[config.mk]
export PLATFORM = sky130hd
export DESIGN_NAME = sdt_isqrt
export DESIGN_NICKNAME = d
export VERILOG_FILES = /design/src/rtl/sdt_pkg.sv /design/src/rtl/sdt_isqrt.sv
export SDC_FILE = /design/constraint.sdc
export NUM_CORES = 2
export LEC_CHECK = 0
export ABC_AREA = 1
export BUFFER_PORTS_ARGS = -buffer_cell sky130_fd_sc_hd__buf_2
export CORE_ASPECT_RATIO = 1.25
export CORE_MARGIN = 5
export CORE_UTILIZATION = 32
export DETAILED_ROUTE_END_ITERATION = 10
export PLACE_DENSITY_LB_ADDON = 0.1
export SLEW_MARGIN = 20
export SYNTH_ARGS = -nofsm -noshare
export SYNTH_HDL_FRONTEND = slang
export SYNTH_SLANG_ARGS = --single-unit
[constraint.sdc]
create_clock -name clk -period 24.7 [get_ports clk]
set_input_delay 2.47 -clock clk [delete_from_list [all_inputs] [get_ports clk]]
set_output_delay 2.47 -clock clk [all_outputs]
set_load 0.02 [all_outputs]
[src/rtl/sdt_pkg.sv]
// Shared constants, codes and types of the shape distance template pixel unit.
package sdt_pkg;

    localparam int MODE_W     = 2;
    localparam int SIZE_W     = 11;
    localparam int RATIO_W    = 16;
    localparam int PIX_W      = 10;
    localparam int DIST_W     = 18;
    localparam int CFG_IDX_W  = 2;
    localparam int CFG_DATA_W = 16;

    localparam int DEFAULT_MAX_SIZE = 1024;

    localparam logic [MODE_W-1:0] MODE_CIRCLE  = 2'd0;
    localparam logic [MODE_W-1:0] MODE_RECT    = 2'd1;
    localparam logic [MODE_W-1:0] MODE_ELLIPSE = 2'd2;

    localparam logic [CFG_IDX_W-1:0] CFG_SHAPE_MODE    = 2'd0;
    localparam logic [CFG_IDX_W-1:0] CFG_TEMPLATE_SIZE = 2'd1;
    localparam logic [CFG_IDX_W-1:0] CFG_ASPECT_RATIO  = 2'd2;

    localparam logic [SIZE_W-1:0]  SIZE_RESET = 11'd256;
    localparam int                 RATIO_FRAC_W = 8;
    localparam logic [RATIO_W-1:0] RATIO_ONE  = RATIO_W'(2 ** RATIO_FRAC_W);
    localparam logic [RATIO_W-1:0] RATIO_MIN  = RATIO_W'(1);

    localparam int PROD_W = RATIO_W + PIX_W;
    localparam int SQ_W   = 2 * PIX_W;
    localparam int RSQ_W  = 2 * PROD_W;
    localparam int RAD_W  = RSQ_W + 1;

    localparam int ISQ_ARG_W  = 56;
    localparam int ISQ_ROOT_W = ISQ_ARG_W / 2;
    localparam int ISQ_STEPS  = 2;
    localparam int ISQ_STAGES = ISQ_ROOT_W / ISQ_STEPS;

    localparam int VAL_W       = 20;
    localparam int DIVR_W      = RATIO_FRAC_W;
    localparam int RECIP_SHIFT = 29;
    localparam int RECIP_W     = RECIP_SHIFT;

    localparam logic [DIST_W-1:0] OUT_MAX = '1;

    localparam int KIND_W = 2;
    localparam logic [KIND_W-1:0] KIND_DIRECT   = 2'd0;
    localparam logic [KIND_W-1:0] KIND_ROOT     = 2'd1;
    localparam logic [KIND_W-1:0] KIND_DIV_RECT = 2'd2;
    localparam logic [KIND_W-1:0] KIND_DIV_ELL  = 2'd3;

    typedef struct packed {
        logic [KIND_W-1:0] kind;
        logic [VAL_W-1:0]  val;
        logic [DIVR_W-1:0] r8;
    } side_t;

endpackage

[src/rtl/sdt_isqrt.sv]
// Pipelined integer square root, two result bits per stage.
module sdt_isqrt (
    input  logic                            clk,
    input  logic                            rst_n,
    input  logic                            in_valid,
    output logic                            in_ld,
    input  logic [sdt_pkg::ISQ_ARG_W-1:0]   in_arg,
    input  sdt_pkg::side_t                  in_side,
    output logic                            out_valid,
    input  logic                            out_ld,
    output logic [sdt_pkg::ISQ_ROOT_W-1:0]  out_root,
    output sdt_pkg::side_t                  out_side
);

    localparam int NS = sdt_pkg::ISQ_STAGES;
    localparam int AW = sdt_pkg::ISQ_ARG_W;
    localparam int QW = sdt_pkg::ISQ_ROOT_W;
    localparam int RW = QW + 2;

    logic [NS:0]    ld;
    logic [NS-1:0]  v_reg;
    logic [NS-1:0]  v_in;
    logic [AW-1:0]  arg_in  [NS];
    logic [RW-1:0]  rem_in  [NS];
    logic [QW-1:0]  root_in [NS];
    sdt_pkg::side_t side_in [NS];
    logic [AW-1:0]  arg_reg  [NS];
    logic [RW-1:0]  rem_reg  [NS];
    logic [QW-1:0]  root_reg [NS];
    sdt_pkg::side_t side_reg [NS];

    assign ld[NS] = out_ld;
    assign in_ld  = ld[0];

    assign v_in[0]    = in_valid;
    assign arg_in[0]  = in_arg;
    assign rem_in[0]  = '0;
    assign root_in[0] = '0;
    assign side_in[0] = in_side;

    for (genvar s = 0; s < NS; s++)
    begin : g_stage
        logic [AW-1:0] arg_next;
        logic [RW-1:0] rem_next;
        logic [QW-1:0] root_next;
        logic [RW-1:0] trial;

        if (s > 0)
        begin : g_link
            assign v_in[s]    = v_reg[s-1];
            assign arg_in[s]  = arg_reg[s-1];
            assign rem_in[s]  = rem_reg[s-1];
            assign root_in[s] = root_reg[s-1];
            assign side_in[s] = side_reg[s-1];
        end

        assign ld[s] = !v_reg[s] || ld[s+1];

        always_comb
        begin
            arg_next  = arg_in[s];
            rem_next  = rem_in[s];
            root_next = root_in[s];
            trial     = '0;
            for (int j = 0; j < sdt_pkg::ISQ_STEPS; j++)
            begin
                rem_next = {rem_next[RW-3:0], arg_next[AW-1 -: 2]};
                arg_next = {arg_next[AW-3:0], 2'b00};
                trial    = {root_next[RW-3:0], 2'b01};
                if (rem_next >= trial)
                begin
                    rem_next  = rem_next - trial;
                    root_next = {root_next[QW-2:0], 1'b1};
                end
                else
                begin
                    root_next = {root_next[QW-2:0], 1'b0};
                end
            end
        end

        always_ff @(posedge clk or negedge rst_n)
        begin
            if (!rst_n)
            begin
                v_reg[s] <= 1'b0;
            end
            else if (ld[s])
            begin
                v_reg[s] <= v_in[s];
            end
        end

        always_ff @(posedge clk)
        begin
            if (ld[s])
            begin
                arg_reg[s]  <= arg_next;
                rem_reg[s]  <= rem_next;
                root_reg[s] <= root_next;
                side_reg[s] <= side_in[s];
            end
        end
    end

    assign out_valid = v_reg[NS-1];
    assign out_root  = root_reg[NS-1];
    assign out_side  = side_reg[NS-1];

endmodule

# Yosys cells after proc, flatten, opt, wreduce, memory -nomap -nowiden
# Memories as Yosys holds them, arrays and structs flattened.
# Cells that the tools add are included.
# word_totals
ff_bits	14
ram_bits	1960
in_bits	90
output_inout_bits	60
wordCells	186
mem_count	4
# op_classes
n_addsub	28
n_lt_le_gt_ge	28
mux	84
reduce_logical	28
# memory_table
memory	depth	word_bits	rd	rd_ports_with_merged_regs	write_ports	line	text
arg_reg	14	52	13	0	14	sdt_isqrt.sv:27	logic [AW-1:0] arg_reg [NS];
rem_reg	14	30	13	0	14	sdt_isqrt.sv:28	logic [RW-1:0] rem_reg [NS];
side_reg	14	30	14	0	14	sdt_isqrt.sv:30	sdt_pkg::side_t side_reg [NS];
root_reg	14	28	14	0	14	sdt_isqrt.sv:29	logic [QW-1:0] root_reg [NS];
# op_table
op	count
30-bit >= comparator	26
30-bit 2-to-1 mux	14
28-bit 2-to-1 mux	14
30-bit subtractor	13
28-bit subtractor	13
1-bit 2-to-1 mux	56
30-bit by 3-bit >= comparator with 1-bit output	1
30-bit by 3-bit subtractor with 30-bit output	1
1-bit logical NOT	14
1-bit logical OR	14
2-bit by 1-bit subtractor with 3-bit output (second input constant)	1
2-bit by 1-bit >= comparator with 1-bit output (second input constant)	1

# Logic depth before layout (Yosys ltp)
# logic_depth
ltp_word	17
mapped_depth	34
ltp_nobuf	31

# Least setup slack after synthesis
# No wires, ideal clock.
# synth_path
path_type	input port to output port
startpoint	in out_ld
endpoint	out in_ld
t_arrival_ns	19.556
t_required_ns	22.230
setup_slack_ns	2.674
stages	18
n_path_buf	0
path_cell_list	nor2_1 inv_2 nor2_1 inv_2 nor2_1 inv_2 nor2_1 inv_1 nor2_1 nand2_1 nor2_2 nand2_1 nor2_1 nand2_1 nor2_2 nand2_1 nor2_1 nand2_1
# synth_between
elab_chain_len	14
# synth_lines
element	line	text
from (decl)	sdt_isqrt.sv:10	input logic out_ld,
1-bit logical OR	sdt_isqrt.sv:57	assign ld[s] = !v_reg[s] || ld[s+1];
via ld[13]	sdt_isqrt.sv:20	logic [NS:0] ld;
1-bit logical OR	sdt_isqrt.sv:57	
via ld[12]	sdt_isqrt.sv:20	
1-bit logical OR	sdt_isqrt.sv:57	
via ld[11]	sdt_isqrt.sv:20	
1-bit logical OR	sdt_isqrt.sv:57	
via ld[10]	sdt_isqrt.sv:20	
1-bit logical OR (2 in series)	sdt_isqrt.sv:57	
via ld[8]	sdt_isqrt.sv:20	
1-bit logical OR (2 in series)	sdt_isqrt.sv:57	
via ld[6]	sdt_isqrt.sv:20	
1-bit logical OR (2 in series)	sdt_isqrt.sv:57	
via ld[4]	sdt_isqrt.sv:20	
1-bit logical OR (2 in series)	sdt_isqrt.sv:57	
via ld[2]	sdt_isqrt.sv:20	
1-bit logical OR (2 in series)	sdt_isqrt.sv:57	
to (decl)	sdt_isqrt.sv:6	output logic in_ld,
# The timed path passes the listed nets, and every way through them passes these cells.

# Final worst setup path
# Ends and elaborated chain as after synthesis.

==> implementation parameters <==
Parameter                              Value

STA
  Worst Tran Pin Value ... 1.01 ns
  Crit path time final ... around 11 ns
  Number of setup violations in the final report ... 0
  Period Utilization, post-route ... 44.1%
  Final-layout setup total negative slack ... 0 ns
  Number of pins exceeding their max-slew limit in the final report ... 0
  RSZ-0062 raised after global routing ... false
  Highest attainable clock frequency ... 91.9 MHz
  Worst Hold Slack ... around 0.36 ns
  Clock skew after layout ... around 0.1 ns
  Final hold violation count ... 0
  Remaining max-slew budget at the tightest pin ... 32.6%

Pwr
  Comb power frac ... 38.7%
  Reported net switching power ... ~4000 µW
  Internal Power ... 5810 µW
  Power Dens Cells ... 106 nW/µm²
  Sequential share of power ... 37.6%
  Max IR drop VDD ... 0.0000508 V
  Portion of total power attributed to the clock network ... 23.7%
  Sw Share ... about 41%
  Leakage power ... between 0.04 and 0.05 µW

Synth
  Total of flip-flops plus latches after synthesis ... 1355
  Number of different library cells in the post-synthesis netlist ... 73
  Post-synthesis compound-gate area fraction ... 7.22%
  Share of synthesized area occupied by flip-flops and latches ... 49.1%
  Fraction of synthesized cell area in xor and xnor cells ... 3.67%
  Area fraction in and, or, nand and nor cells after synthesis ... a little over a quarter
  Number of enable flip-flop cells after synthesis ... 1341
  Post-Syn Instances ... 9851
  Combinational family with the most area after synthesis ... simple AND/OR/NAND/NOR gates
  Async set-or-reset flop fraction in the synthesized netlist ... under 10%
  Yosys synthesis warning count ... 0
  Post-synth top flop ... sky130_fd_sc_hd__edfxtp_1
  Syn Std Cell Area ... 82700 µm²
  Adder-cell share of the synthesized area ... between 6 and 7%
  Share of cell area taken by muxes after synthesis ... 0%
  Avg Cell Area, Syn ... 8.39 µm²

Final layout
  Number of flip-flops under the largest register name ... 420
  Area Growth Syn to Fin ... 11.7%
  Area of the multi-input gates ... 36100 µm²
  Number of filler cells placed in the layout ... 26700
  Count of non-filler cells in the finished layout ... approximately 14000
  Share of post-route cells with drive strength above 1 ... 6.87%
  Utilization of the core after routing ... 35.9%
  Number of nets in the finished design ... about 11000
  Sequential cell area ... 40600 µm²

Clock network
  CTS clk-pin slew, worst paths ... roughly 0.06 ns
  Root buffer cell ... sky130_fd_sc_hd__clkbuf_16
  # H-tree levels ... 4
  TritonCTS clock tree ... built
  Clock buffer count from CTS ... 160
  Quantity of hold-fixing buffers added after cts ... 0
  Maximum number of buffers from clock root to sink ... 4
  Number of clock sinks ... roughly 1400
  Buffers inserted during post-CTS setup optimization ... 0
  Clk_lat worst skew ... 0.83 ns
  Post-CTS resize count ... 0

Critical path
  Levels on crit path ... 21
  Highest net fanout along the worst path ... 60
  Slack of the worst reg-to-reg path ... between 15 and 20 ns
  Max incr delay on CP ... ~0.46 ns
  CP Launch Point ... out_ld
  Kind of critical path ... in -> out
  Worst setup path endpoint ... in_ld
  Cell mode on critical path ... sky130_fd_sc_hd__nor2_1
  Startpoint of the lowest-slack register-to-register path ... out_valid
  Length in cells of the worst reg-to-reg path ... 21
  Kind of start point of the critical path ... input port
  Critical path endpoint category ... primary output
  Cell type group with the largest total delay on the critical path ... simple AND/OR/NAND/NOR gates
  Reg2Reg Capture Point ... arg_reg[0][28]
  Data required time at the worst endpoint ... around 22 ns
  Endpoint arrival time on the critical path ... 8.42 ns
  Cell Chain, Critical Path ... buf_2, nor2_1, clkinv_2, buf_4, nor2_1, inv_4, nor2_1, inv_4, nor2_1, inv_4, nor2_1, nand2_4, nor2_2, nand2_4, nor2_1, nand2_4, nor2_2, nand2_4, nor2_1, nand2_4, buf_2
  Highest-delay cell along the critical path ... sky130_fd_sc_hd__nand2_4
  Critical path buffer and inverter count ... 7

Floorplan
  Area of the core ... 257000 µm²
  Chip height ... 578 µm
  Starting Density ... 32.2%
  Die outline area ... between 200000 and 300000 µm²
  Top Ports ... 150
  FP Rows ... 208
  Chip width ... 465 µm

Detailed routing
  WL per Instance ... 19.1 µm
  First-pass DRT Iterations ... 6
  Routed via count ... 65100
  Number of nets with antenna violations after detailed routing ... 0
  Vias per Instance ... 4.80
  Routed wire length ... 259000 µm
  DRC violations left ... 0
  Detailed router's first-iteration violation count ... 3931

Global routing
  Global-route total usage across every layer ... 18.7%
  Via count of the first global-routing pass ... 64200
  Largest net degree at the start of global routing ... 71
  Final global-route overflow total ... 0
  First-pass GRT wire length ... between 300000 and 400000 µm
  Number of antenna violations at the first check in global routing ... 8

Placed design
  DP Wirelength ... around 210000 µm
  Total placed cells including tap cells ... about 13000
  Number of port buffers ... between 100 and 150
  Final weighted congestion in routability-driven placement ... 0.930

Job
  Maximum Capacitance Violations ... 0

Min path
  Type of the most critical hold path ... reg -> reg

Outcome
  Status ... finished clean
-- power groups by stage --
stage / Sequential, µW / Combinational (µW) / Clock [µW]
global route: 3760 / 4300 / 2510
floorplan: 3530 / 2720 / 0
finish: 3700 / 3800 / 2330
detailed placement: 3770 / 3810 / 0
CTS: 3720 / 3830 / 2420
global placement: 3770 / 3810 / 0
-- Yosys cell counts (7+ instances only) --
master                     instances  area [µm²]
sky130_fd_sc_hd__nor2_1          933        3500
sky130_fd_sc_hd__inv_1          1384        5190
sky130_fd_sc_hd__or2_2            24         150
sky130_fd_sc_hd__buf_4            14         105
sky130_fd_sc_hd__a31oi_1          32         200
sky130_fd_sc_hd__a21boi_0         10        75.1
sky130_fd_sc_hd__dfrtp_1          14         350
sky130_fd_sc_hd__nor3_1          121         606
sky130_fd_sc_hd__inv_2            29         109
sky130_fd_sc_hd__a21o_1           23         173
sky130_fd_sc_hd__o21ai_0         384        1920
sky130_fd_sc_hd__nor2_2           54         338
sky130_fd_sc_hd__xor2_1          223        1950
sky130_fd_sc_hd__edfxtp_1       1341       40300
sky130_fd_sc_hd__ha_1            432        5410
sky130_fd_sc_hd__buf_6            19         214
sky130_fd_sc_hd__and2_1            8        50.1
sky130_fd_sc_hd__nand3_2          35         350
sky130_fd_sc_hd__nand3_1         585        2930
sky130_fd_sc_hd__o211ai_1          7        52.6
sky130_fd_sc_hd__o21bai_1         40         300
sky130_fd_sc_hd__a21oi_2          29         254
sky130_fd_sc_hd__xnor2_1         123        1080
sky130_fd_sc_hd__nand2_2          44         275
sky130_fd_sc_hd__nand2_1        3058       11500
sky130_fd_sc_hd__nand2_4          14         158
sky130_fd_sc_hd__clkbuf_1         33         124
sky130_fd_sc_hd__buf_2            22         110
sky130_fd_sc_hd__nand3b_1         25         188
sky130_fd_sc_hd__o21a_1           38         285
sky130_fd_sc_hd__a21oi_1         448        2240
sky130_fd_sc_hd__o21ai_1          18        90.1
sky130_fd_sc_hd__nor4_1           15        93.8
sky130_fd_sc_hd__nor2_4           17         191
sky130_fd_sc_hd__nand4_1         170        1060
-- layout make-up --
| type | instances | share of cell area [%] |
|---|---|---|
| multi-input cells | 6982 | 39.1 |
| diodes | 1 | 0.00271 |
| inverters | 1419 | 5.80 |
| repair buffers | 170 | 0.978 |
| flip-flops and latches | 1355 | 44.0 |
| clock inverters | 97 | 1.09 |
| well taps | 3360 | 4.55 |
| clock buffers | 180 | 4.45 |
-- stage by stage --
stage                     cell area, µm²  setup WS (ns)  power (µW)
after floorplan                    82700           2.67        6260
after global placement             87200          13.27        7580
after detailed placement           87200          13.52        7580
after CTS                          92300          13.50        9980
after global routing               92300          13.08       10600
final                              92300          13.81        9830
-- metal layers --
metal	GRT usage, %	part of all wire, %	up-vias
met2	35.2	52	1297
met3	1.77	3.2	362
met1	22.4	41	30400
met4	5.75	3.3	0
met5	0	0	-
li1	-	-	33000
-- cell usage in the layout (no fill, tap or decap), types with 54 or more instances in the layout --
cell | netlist | routed
sky130_fd_sc_hd__ha_1 | 432 | 432
sky130_fd_sc_hd__edfxtp_1 | 1341 | 1341
sky130_fd_sc_hd__nand2_1 | 3058 | 3052
sky130_fd_sc_hd__clkbuf_16 | 0 | 161
sky130_fd_sc_hd__nor2_2 | 54 | 54
sky130_fd_sc_hd__xnor2_1 | 123 | 123
sky130_fd_sc_hd__o21ai_0 | 384 | 384
sky130_fd_sc_hd__nand3_1 | 585 | 585
sky130_fd_sc_hd__buf_2 | 22 | 149
sky130_fd_sc_hd__nor3_1 | 121 | 121
sky130_fd_sc_hd__nand4_1 | 170 | 170
sky130_fd_sc_hd__a21oi_1 | 448 | 448
sky130_fd_sc_hd__inv_1 | 1384 | 1378
sky130_fd_sc_hd__nor2_1 | 933 | 933
sky130_fd_sc_hd__xor2_1 | 223 | 223
-- worst reg2reg max path: stages (launching register included) --
cell	delay, ns
sky130_fd_sc_hd__dfrtp_1	0.35
sky130_fd_sc_hd__inv_1	0.05
sky130_fd_sc_hd__nor2_1	0.15
sky130_fd_sc_hd__clkinv_2	0.07
sky130_fd_sc_hd__buf_4	0.36
sky130_fd_sc_hd__nor2_1	0.30
sky130_fd_sc_hd__inv_4	0.18
sky130_fd_sc_hd__nor2_1	0.21
sky130_fd_sc_hd__inv_4	0.24
sky130_fd_sc_hd__nor2_1	0.27
sky130_fd_sc_hd__inv_4	0.23
sky130_fd_sc_hd__nor2_1	0.38
sky130_fd_sc_hd__nand2_4	0.44
sky130_fd_sc_hd__nor2_2	0.37
sky130_fd_sc_hd__nand2_4	0.31
sky130_fd_sc_hd__nor2_1	0.41
sky130_fd_sc_hd__nand2_4	0.46
sky130_fd_sc_hd__nor2_2	0.39
sky130_fd_sc_hd__nand2_4	0.07
sky130_fd_sc_hd__nor2_1	0.31
sky130_fd_sc_hd__nand2_4	0.39
sky130_fd_sc_hd__buf_4	0.47
-- kinds of logic after synthesis --
group,count (synthesis)
and+or+nand+nor,5129
DFF,1355
AOI/OAI and AO/OA,1072
buffers and inverters,1516
other,1
adders and majority gates,432
xor gates and xnor gates,346
-- worst min path at each step --
stage / cells after the start / startpoint / endpoint
final: 0 / arg_reg[0][408] / arg_reg[1][48]
after global routing: 0 / arg_reg[0][408] / arg_reg[1][48]
after CTS: 0 / arg_reg[0][408] / arg_reg[1][48]
after detailed placement: 0 / arg_reg[0][87] / arg_reg[0][143]
after global placement: 0 / arg_reg[0][306] / arg_reg[0][362]
after floorplan: 0 / arg_reg[0][44] / arg_reg[0][100]
Note: power is estimated with default switching activity, not from simulation.
