===== src/rtl/sdt_pkg.sv =====
// Shared constants, codes and types of the shape distance template pixel unit.
package sdt_pkg;

    localparam int MODE_W     = 2;
    localparam int SIZE_W     = 11;
    localparam int RATIO_W    = 16;
    localparam int PIX_W      = 10;
    localparam int DIST_W     = 18;
    localparam int CFG_IDX_W  = 2;
    localparam int CFG_DATA_W = 16;

    localparam int DEFAULT_MAX_SIZE = 1024;

    localparam logic [MODE_W-1:0] MODE_CIRCLE  = 2'd0;
    localparam logic [MODE_W-1:0] MODE_RECT    = 2'd1;
    localparam logic [MODE_W-1:0] MODE_ELLIPSE = 2'd2;

    localparam logic [CFG_IDX_W-1:0] CFG_SHAPE_MODE    = 2'd0;
    localparam logic [CFG_IDX_W-1:0] CFG_TEMPLATE_SIZE = 2'd1;
    localparam logic [CFG_IDX_W-1:0] CFG_ASPECT_RATIO  = 2'd2;

    localparam logic [SIZE_W-1:0]  SIZE_RESET = 11'd256;
    localparam int                 RATIO_FRAC_W = 8;
    localparam logic [RATIO_W-1:0] RATIO_ONE  = RATIO_W'(2 ** RATIO_FRAC_W);
    localparam logic [RATIO_W-1:0] RATIO_MIN  = RATIO_W'(1);

    localparam int PROD_W = RATIO_W + PIX_W;
    localparam int SQ_W   = 2 * PIX_W;
    localparam int RSQ_W  = 2 * PROD_W;
    localparam int RAD_W  = RSQ_W + 1;

    localparam int ISQ_ARG_W  = 56;
    localparam int ISQ_ROOT_W = ISQ_ARG_W / 2;
    localparam int ISQ_STEPS  = 2;
    localparam int ISQ_STAGES = ISQ_ROOT_W / ISQ_STEPS;

    localparam int VAL_W       = 20;
    localparam int DIVR_W      = RATIO_FRAC_W;
    localparam int RECIP_SHIFT = 29;
    localparam int RECIP_W     = RECIP_SHIFT;

    localparam logic [DIST_W-1:0] OUT_MAX = '1;

    localparam int KIND_W = 2;
    localparam logic [KIND_W-1:0] KIND_DIRECT   = 2'd0;
    localparam logic [KIND_W-1:0] KIND_ROOT     = 2'd1;
    localparam logic [KIND_W-1:0] KIND_DIV_RECT = 2'd2;
    localparam logic [KIND_W-1:0] KIND_DIV_ELL  = 2'd3;

    typedef struct packed {
        logic [KIND_W-1:0] kind;
        logic [VAL_W-1:0]  val;
        logic [DIVR_W-1:0] r8;
    } side_t;

endpackage


===== src/rtl/sdt_front.sv =====
// Front stages: centre offsets, weighted products, squares and root argument.
module sdt_front #(
    parameter int MAX_SIZE = sdt_pkg::DEFAULT_MAX_SIZE
) (
    input  logic                           clk,
    input  logic                           rst_n,
    input  logic                           in_valid,
    output logic                           in_ld,
    input  logic [sdt_pkg::PIX_W-1:0]      pixel_x,
    input  logic [sdt_pkg::PIX_W-1:0]      pixel_y,
    input  logic [sdt_pkg::MODE_W-1:0]     shape_mode,
    input  logic [sdt_pkg::SIZE_W-1:0]     template_size,
    input  logic [sdt_pkg::RATIO_W-1:0]    aspect_ratio_q8,
    output logic                           out_valid,
    input  logic                           out_ld,
    output logic [sdt_pkg::ISQ_ARG_W-1:0]  out_arg,
    output sdt_pkg::side_t                 out_side
);

    localparam int MAXSZ_W = $clog2(MAX_SIZE + 1);
    localparam int CMP_W   = (MAXSZ_W > sdt_pkg::SIZE_W) ? MAXSZ_W : sdt_pkg::SIZE_W;
    localparam logic [CMP_W-1:0] MAX_L = CMP_W'(MAX_SIZE);
    localparam logic [sdt_pkg::PROD_W-1:0] ROUND_HALF =
        sdt_pkg::PROD_W'(2 ** (sdt_pkg::RATIO_FRAC_W - 1));

    logic ld1, ld2, ld3, ld4;

    // stage 1
    logic [CMP_W-1:0]              size_ext, size_clamp;
    logic [sdt_pkg::PIX_W-1:0]     ctr;
    logic [sdt_pkg::PIX_W-1:0]     s1_dx_next, s1_dy_next;
    logic [sdt_pkg::RATIO_W-1:0]   ratio_nz, s1_ratio_next;
    logic                          s1_rect_next, s1_ell_next, s1_small_next;
    logic                          s1_v_reg;
    logic [sdt_pkg::PIX_W-1:0]     s1_dx_reg, s1_dy_reg;
    logic [sdt_pkg::RATIO_W-1:0]   s1_ratio_reg;
    logic                          s1_rect_reg, s1_ell_reg, s1_small_reg;

    // stage 2
    logic [sdt_pkg::PROD_W-1:0]    s2_rdy_next;
    logic [sdt_pkg::SQ_W-1:0]      s2_dx2_next;
    logic                          s2_v_reg;
    logic [sdt_pkg::PIX_W-1:0]     s2_dx_reg, s2_dy_reg;
    logic [sdt_pkg::PROD_W-1:0]    s2_rdy_reg;
    logic [sdt_pkg::SQ_W-1:0]      s2_dx2_reg;
    logic                          s2_rect_reg, s2_ell_reg, s2_small_reg;
    logic [sdt_pkg::DIVR_W-1:0]    s2_r8_reg;

    // stage 3
    logic [sdt_pkg::RSQ_W-1:0]     s3_rdy2_next;
    logic                          xside;
    logic [sdt_pkg::PROD_W-1:0]    rnd;
    logic [sdt_pkg::VAL_W-1:0]     rect_num;
    sdt_pkg::side_t                s3_side_next;
    logic                          s3_v_reg;
    logic [sdt_pkg::SQ_W-1:0]      s3_dx2_reg;
    logic [sdt_pkg::RSQ_W-1:0]     s3_rdy2_reg;
    sdt_pkg::side_t                s3_side_reg;

    // stage 4
    logic [sdt_pkg::RAD_W-1:0]     rad;
    logic [sdt_pkg::ISQ_ARG_W-1:0] s4_arg_next;
    logic                          s4_v_reg;
    logic [sdt_pkg::ISQ_ARG_W-1:0] s4_arg_reg;
    sdt_pkg::side_t                s4_side_reg;

    assign ld4   = !s4_v_reg || out_ld;
    assign ld3   = !s3_v_reg || ld4;
    assign ld2   = !s2_v_reg || ld3;
    assign ld1   = !s1_v_reg || ld2;
    assign in_ld = ld1;

    always_comb
    begin
        size_ext   = CMP_W'(template_size);
        size_clamp = (size_ext > MAX_L) ? MAX_L : size_ext;
        ctr        = size_clamp[sdt_pkg::SIZE_W-1:1];
        s1_dx_next = (pixel_x >= ctr) ? pixel_x - ctr : ctr - pixel_x;
        s1_dy_next = (pixel_y >= ctr) ? pixel_y - ctr : ctr - pixel_y;
        ratio_nz   = (aspect_ratio_q8 == '0) ? sdt_pkg::RATIO_MIN : aspect_ratio_q8;
        s1_rect_next  = (shape_mode == sdt_pkg::MODE_RECT);
        s1_ell_next   = (shape_mode == sdt_pkg::MODE_ELLIPSE);
        // circle and the unused mode run as ellipse with ratio 1.0
        s1_ratio_next = (s1_rect_next || s1_ell_next) ? ratio_nz : sdt_pkg::RATIO_ONE;
        s1_small_next = ~|s1_ratio_next[sdt_pkg::RATIO_W-1:sdt_pkg::RATIO_FRAC_W];
    end

    always_comb
    begin
        s2_rdy_next = sdt_pkg::PROD_W'(s1_ratio_reg) * sdt_pkg::PROD_W'(s1_dy_reg);
        s2_dx2_next = sdt_pkg::SQ_W'(s1_dx_reg) * sdt_pkg::SQ_W'(s1_dx_reg);
    end

    always_comb
    begin
        s3_rdy2_next = sdt_pkg::RSQ_W'(s2_rdy_reg) * sdt_pkg::RSQ_W'(s2_rdy_reg);
        xside = sdt_pkg::PROD_W'({s2_dx_reg, {sdt_pkg::RATIO_FRAC_W{1'b0}}}) >= s2_rdy_reg;
        rnd   = s2_rdy_reg + ROUND_HALF;
        rect_num = sdt_pkg::VAL_W'({s2_dx_reg, {(sdt_pkg::RATIO_FRAC_W + 1){1'b0}}})
                 + sdt_pkg::VAL_W'(s2_r8_reg);
        s3_side_next.r8   = s2_r8_reg;
        s3_side_next.kind = sdt_pkg::KIND_ROOT;
        s3_side_next.val  = '0;
        priority if (s2_rect_reg && !s2_small_reg)
        begin
            s3_side_next.kind = sdt_pkg::KIND_DIRECT;
            s3_side_next.val  = xside ? sdt_pkg::VAL_W'(s2_dx_reg)
                              : sdt_pkg::VAL_W'(rnd[sdt_pkg::RATIO_FRAC_W +: sdt_pkg::DIST_W]);
        end
        else if (s2_rect_reg)
        begin
            if (xside)
            begin
                s3_side_next.kind = sdt_pkg::KIND_DIV_RECT;
                s3_side_next.val  = rect_num;
            end
            else
            begin
                s3_side_next.kind = sdt_pkg::KIND_DIRECT;
                s3_side_next.val  = sdt_pkg::VAL_W'(s2_dy_reg);
            end
        end
        else if (s2_ell_reg && s2_small_reg)
        begin
            s3_side_next.kind = sdt_pkg::KIND_DIV_ELL;
        end
        else
        begin
            s3_side_next.kind = sdt_pkg::KIND_ROOT;
        end
    end

    always_comb
    begin
        rad = sdt_pkg::RAD_W'({s3_dx2_reg, {(2 * sdt_pkg::RATIO_FRAC_W){1'b0}}})
            + sdt_pkg::RAD_W'(s3_rdy2_reg);
        s4_arg_next = sdt_pkg::ISQ_ARG_W'({rad, 2'b00});
    end

    always_ff @(posedge clk or negedge rst_n)
    begin
        if (!rst_n)
        begin
            s1_v_reg <= 1'b0;
            s2_v_reg <= 1'b0;
            s3_v_reg <= 1'b0;
            s4_v_reg <= 1'b0;
        end
        else
        begin
            if (ld1)
            begin
                s1_v_reg <= in_valid;
            end
            if (ld2)
            begin
                s2_v_reg <= s1_v_reg;
            end
            if (ld3)
            begin
                s3_v_reg <= s2_v_reg;
            end
            if (ld4)
            begin
                s4_v_reg <= s3_v_reg;
            end
        end
    end

    always_ff @(posedge clk)
    begin
        if (ld1)
        begin
            s1_dx_reg    <= s1_dx_next;
            s1_dy_reg    <= s1_dy_next;
            s1_ratio_reg <= s1_ratio_next;
            s1_rect_reg  <= s1_rect_next;
            s1_ell_reg   <= s1_ell_next;
            s1_small_reg <= s1_small_next;
        end
        if (ld2)
        begin
            s2_dx_reg    <= s1_dx_reg;
            s2_dy_reg    <= s1_dy_reg;
            s2_rdy_reg   <= s2_rdy_next;
            s2_dx2_reg   <= s2_dx2_next;
            s2_rect_reg  <= s1_rect_reg;
            s2_ell_reg   <= s1_ell_reg;
            s2_small_reg <= s1_small_reg;
            s2_r8_reg    <= s1_ratio_reg[sdt_pkg::DIVR_W-1:0];
        end
        if (ld3)
        begin
            s3_dx2_reg  <= s2_dx2_reg;
            s3_rdy2_reg <= s3_rdy2_next;
            s3_side_reg <= s3_side_next;
        end
        if (ld4)
        begin
            s4_arg_reg  <= s4_arg_next;
            s4_side_reg <= s3_side_reg;
        end
    end

    assign out_valid = s4_v_reg;
    assign out_arg   = s4_arg_reg;
    assign out_side  = s4_side_reg;

endmodule


===== config.mk =====
export PLATFORM = sky130hd
export DESIGN_NAME = sdt_front
export DESIGN_NICKNAME = d
export VERILOG_FILES = /design/src/rtl/sdt_pkg.sv /design/src/rtl/sdt_front.sv
export SDC_FILE = /design/constraint.sdc
export NUM_CORES = 2
export LEC_CHECK = 0
export ABC_AREA = 1
export CAP_MARGIN = 20
export CORE_UTILIZATION = 35
export DETAILED_ROUTE_END_ITERATION = 10
export DONT_BUFFER_PORTS = 1
export PLACE_DENSITY_LB_ADDON = 0.2
export SLEW_MARGIN = 20
export SYNTH_ARGS = -nofsm -noshare
export SYNTH_HDL_FRONTEND = slang
export SYNTH_SLANG_ARGS = --single-unit

===== constraint.sdc =====
create_clock -name clk -period 13.3 [get_ports clk]
set_input_delay 0.665 -clock clk [delete_from_list [all_inputs] [get_ports clk]]
set_output_delay 0.665 -clock clk [all_outputs]
set_load 0.02 [all_outputs]

# [After elaboration in Yosys (flattened, before gate mapping)]
# Cells that the tools add are included.
# W data, S select, Z words.
[totals] regBits=305 latchBits=0 ram_bits=0 rom_bits=0 inputBits=53 word_cells=73 mem_count=0
[op_classes] n_addsub=7 mul=3 n_div=0 order_cmp=4 n_eq_ne=2 shift=0 muxes=11 n_bitwise=1 n_reduce_logical=16
[ops] op="$add A36 B52 Y53" count=1
[ops] op="$mul A26 B26 Y52" count=1
[ops] op="$mux W20" count=2
[ops] op="$sub A10 B10 Y10" count=4
[ops] op="$mux W16" count=2
[ops] op="$add A26 B8 Y26 const B" count=1
[ops] op="$ge A18 B26 Y1" count=1
[ops] op="$mul A16 B10 Y26" count=1
[ops] op="$mux W22" count=1
[ops] op="$add A19 B8 Y20" count=1
[ops] op="$ge A10 B10 Y1" count=2
[ops] op="$mul A10 B10 Y20" count=1
[ops] op="$mux W10" count=2
[ops] op="$mux W18" count=1
[ops] op="$logic_not A16 Y1" count=1
[ops] op="$gt A11 B11 Y1 const B" count=1
[ops] op="$mux W11" count=1
[ops] op="$reduce_or A8 Y1" count=1
[ops] op="$logic_not A1 Y1" count=6
[ops] op="$logic_or A1 B1 Y1" count=5
[ops] op="$mux W2" count=2
[ops] op="$eq A2 B1 Y1 const B" count=1
[ops] op="$eq A2 B2 Y1 const B" count=1
[ops] op="$logic_and A1 B1 Y1" count=2
[ops] op="2 further kinds" count=2

# [Logic depth before layout (Yosys ltp)]
[depth] depth_word=5 depth_mapped=30

# [Worst setup path before layout]
# OpenSTA, ideal clock, no wires.
[synth_path] kind="input -> register" startpoint="input out_ld" endpoint="register s2_dx2_reg[10] (netlist name) (enable)" setup_time_ns=0.429 arrival_ns=6.147 required_time_ns=12.871 path_slack_ns=6.724 stages=6 path_cell_list="nor2_1 inv_1 nor2_1 inv_1 nor2_1 inv_1"
[synth_via] elab_chain_cells=3
[synth_rtl] element="start, declared" line_no="sdt_front.sv:15" text="input logic out_ld,"
[synth_rtl] element="$logic_or A1 B1 Y1" line_no="sdt_front.sv:67" text="assign ld4 = !s4_v_reg || out_ld;"
[synth_rtl] element="net ld4" line_no="sdt_front.sv:26" text="logic ld1, ld2, ld3, ld4;"
[synth_rtl] element="$logic_or A1 B1 Y1" line_no="sdt_front.sv:68" text="assign ld3 = !s3_v_reg || ld4;"
[synth_rtl] element="net ld3" line_no="sdt_front.sv:26"
[synth_rtl] element="$logic_or A1 B1 Y1" line_no="sdt_front.sv:69" text="assign ld2 = !s2_v_reg || ld3;"
[synth_rtl] element="net ld2" line_no="sdt_front.sv:26"
[synth_rtl] element="end signal, assigned" line_no="sdt_front.sv:186" text="s2_dx2_reg <= s2_dx2_next;"
[synth_rtl] element="end, declared" line_no="sdt_front.sv:45" text="logic [sdt_pkg::SQ_W-1:0] s2_dx2_reg;"
# The timed path passes the listed nets, and every way through them passes these cells.
# A chain may end at the register's enable or synchronous reset.

# [Worst setup path after layout]
[layout_path] startpoint="register s2_rdy_reg[14] (netlist name)" endpoint="register s3_rdy2_reg[35] (netlist name), data pin"
[layout_via] elab_chain_cells=1
[layout_rtl] element="start, declared" line_no="sdt_front.sv:44" text="logic [sdt_pkg::PROD_W-1:0] s2_rdy_reg;"
[layout_rtl] element="start signal, assigned" line_no="sdt_front.sv:185" text="s2_rdy_reg <= s2_rdy_next;"
[layout_rtl] element="$mul A26 B26 Y52" line_no="sdt_front.sv:96" text="s3_rdy2_next = sdt_pkg::RSQ_W'(s2_rdy_reg) * sdt_pkg::RSQ_W'(s2_rdy_reg);"
[layout_rtl] element="net s3_rdy2_next (one bit)" line_no="sdt_front.sv:50" text="logic [sdt_pkg::RSQ_W-1:0] s3_rdy2_next;"
[layout_rtl] element="end signal, assigned" line_no="sdt_front.sv:195" text="s3_rdy2_reg <= s3_rdy2_next;"
[layout_rtl] element="end, declared" line_no="sdt_front.sv:57" text="logic [sdt_pkg::RSQ_W-1:0] s3_rdy2_reg;"
# The timed path passes the listed nets, and every way through them passes these cells.

==> results.txt <==
* Critical Path Max Stage Delay: 0.85 ns
* Number of hold-slack violations in the final timing report: 0
- Synthesis produced a netlist whose cell count is 5390.
* Synthesized area per cell: 8.16 um2
- Clock tree from TritonCTS: built
- Total global routing track utilization: 18.7%
* Vias per std cell: 4.59
- Cell row count: 129
- Total setup buffers inserted after CTS: 0
- After detailed routing, the average wire length per cell comes to 16.7 um.
- During placement, the flow inserted port buffers numbering 0.
- Max FO, Critical Path: 16
- For this run, the post-layout net count is 6418.
* Total clock buffers created by CTS: 37
- Capturing element type of the critical path: flip-flop
- Hold crit path type: input port to flip-flop
- Worst slew pin tran: 0.982 ns
- The H-tree was split into 2 levels.
- At the worst endpoint, the arrival time is 7.24 ns.
- The HPWL after detailed placement is 95800 um.
- Data on the critical path is required at its endpoint by 13.61 ns.
- Setup violations remaining at the end of the flow were counted as 0.
- The number of buffers and inverters on the critical path is 7.
- Top cell types by occurrence after synthesis: inv_1 (1535), nand2_1 (1473), fa_1 (673)
* Setup TNS after final layout: 0 ns
* Total clock sinks: 298
* Clock period minus final worst setup slack: 6.92 ns
- Among the stages of the critical path, the cell type that occurs most often is fa_1.
- The register with the most flip-flops in the layout has 52 of them.
- Hold-fix buffers, CTS: 1
- The die covers 127000 um2.
- Library cell with the largest summed area after synthesis: fa_1
* Share of layout cells above drive strength 1: 2.69%
- Synthesis-stage register bit count: 298
- Most instantiated flip-flop cell in the synthesis netlist: edfxtp_1
- Effective utilization at floorplan: 35.5%
- The slowest stage of the critical path belongs to the cell edfxtp_1.
- Sorting the synthesized cells by area gives the leading types as fa_1 (31%), edfxtp_1 (20%), inv_1 (13%).
* Area added between synthesis and finish: 6.29%
* Portion of the clock cycle consumed by the worst path in the final layout: 52.1%
- Routability-driven placement finished with a final weighted congestion of 0.909.
* Total wire length: 116000 um
- DRT antenna net count: 0
* Outcome: finished, final reports clean
- RSZ-0062 raised after global routing: false
* Synthesized area: 44000 um2
- Of the post-synthesis cell area, the dominant cell type holds 30.6%.
* CP Cell Sequence: buf_4, nand2_1, inv_1, fa_1, inv_1, fa_1, inv_1, fa_1, fa_1, fa_1, fa_1, inv_1, fa_1, inv_1, ha_1, nand2_1, nor2_1, inv_1, nor2_1, nand2_1, a21oi_1, nor2_1, nand2_1, nand2_1
- For the final database, setup skew stands at 0.0186 ns.
- Max-slew headroom at the worst pin: 34.5%
* Count of inserted antenna diode cells: 0
- Total count of max-transition violations in the final report: 0
- Clock transition at path regs: 0.06 ns
* Initial drt markers: 1890
* Number of I/O pins: 141
- Type of the worst setup path: flip-flop to flip-flop
- Dominant delay contributor by cell family on the critical path: adder cells
* Number of buffers on the longest clock path: 3
- Root cell of the clock tree: clkbuf_16
- Fmax: 0.144 GHz
* Critical Path Source Type: flip-flop
- Number of violations of the max-capacitance limit: 0
- Drc violations: 0
* First drt pass iteration count: 5
- The first global-routing pass estimated 185000 um of wire.
- Chip Width: 357 um
- Most common cell in the netlist: inv_1
- Die span in y: 357 um
* Antenna violations before repair: 0
- Number of synthesis warnings: 0
- Via count: 32000
- After synthesis, the share of flip-flops with an asynchronous set or reset is 1.34%.
- Clock latency at the later pin of the worst-skew pair: 0.57 ns
- Post-CTS repair changed the size of 0 cells.
- Largest net degree at the start of global routing: 70
- Netlist cell types: 46
* Seq/Total Area, Yosys: 20.3%
- Post-synth EDFFs: 294
- The core region is 124000 um2.
- Via count of the first global-routing pass: 33600
- Total congestion overflow after global routing: 0
==> logic make-up (layout without fill, tap and decap cells) <==
kind of cell / count (synthesis) / count (layout) / share of synthesized area (%)
flip-flops: 298 / 298 / 20.3
buffers and inverters: 1694 / 1645 / 14.8
AND/OR/NAND/NOR: 2006 / 2006 / 18.3
AO/OA/AOI/OAI: 213 / 213 / 2.69
XOR/XNOR: 130 / 130 / 2.59
adder cells (fa/ha/maj): 1048 / 1048 / 41.3
other: 1 / 5 / 0.00852
==> worst register-to-register path, cell delays in order (launching register included) <==
cell and delay (ns):
edfxtp_1 0.85, buf_4 0.42, nand2_1 0.12, inv_1 0.17
fa_1 0.41, inv_1 0.12, fa_1 0.42, inv_1 0.08
fa_1 0.45, fa_1 0.46, fa_1 0.48, fa_1 0.49
inv_1 0.05, fa_1 0.47, inv_1 0.04, ha_1 0.49
nand2_1 0.16, nor2_1 0.20, inv_1 0.12, nor2_1 0.16
nand2_1 0.09, a21oi_1 0.22, nor2_1 0.07, nand2_1 0.06
nand2_1 0.06
==> path summary, 6_finish.rpt <==
path	startpoint	to	slack, ns	depth (start not counted)
worst min-delay path	in_valid	s1_v_reg$_DFFE_PN0P_	0.20	2
worst min register to register	s3_rdy2_reg[4]$_DFFE_PP_	out_arg[6]$_DFFE_PP_	0.42	0
worst max register to register	s2_rdy_reg[14]$_DFFE_PP_	s3_rdy2_reg[35]$_DFFE_PP_	6.38	24
worst max-delay path	s2_rdy_reg[14]$_DFFE_PP_	s3_rdy2_reg[35]$_DFFE_PP_	6.38	24
min in group asynchronous	rst_n	s2_v_reg$_DFFE_PN0P_	0.37	1
max in group asynchronous	rst_n	s3_v_reg$_DFFE_PN0P_	12.76	1
==> through the flow <==
| step | cells | hold slack (ns) | util [%] | setup slack [ns] | cell area, um2 |
|---|---|---|---|---|---|
| after global routing | 6982 | 0.186 | 37.7 | 6.05 | 46800 |
| final | 6982 | 0.201 | 37.7 | 6.38 | 46800 |
| after detailed placement | 6914 | 0.369 | 36.7 | 6.41 | 45600 |
| after floorplan | 5394 | 0.369 | - | 6.72 | 44000 |
| after CTS | 6982 | 0.175 | 37.7 | 6.35 | 46800 |
| after global placement | 6913 | 0.369 | 36.7 | 6.49 | 45600 |
==> area by class of cell <==
cell class	instances	area, um2
fill	12900	77300
inverter	1544	5810
timing repair buffer	34	262
sequential	298	8930
clock inverter	27	219
clock buffer	40	937
tap	1637	2050
multi-input combinational	3402	28600
==> metal layers <==
metal	global-route usage [%]	wire [um]
met5	0	0
met4	3.45	1970
met3	2.44	5720
met2	31.2	53400
met1	26.0	55400
==> layout by cell type (no fill, tap or decap), types with 5 or more instances in the layout <==
cell type	instances
nand3b_1	9
inv_6	5
edfxtp_1	294
nand3_1	159
nand3_2	9
clkinv_1	5
o21ai_1	6
fa_1	673
inv_1	1532
nand2_1	1472
nor4_1	9
clkbuf_16	37
a21o_1	10
o21bai_1	13
nor2_2	6
or2_2	8
nor3_1	20
conb_1	5
buf_4	32
ha_1	375
xor2_1	110
nor2_1	254
nand2_2	6
xnor2_1	20
nand4_1	44
o21ai_2	8
o21ai_0	42
clkinv_2	10
a21oi_1	121
inv_2	6
Power is not shown: default switching activity piles up to over one toggle a cycle in this logic, so the estimate is an artifact.
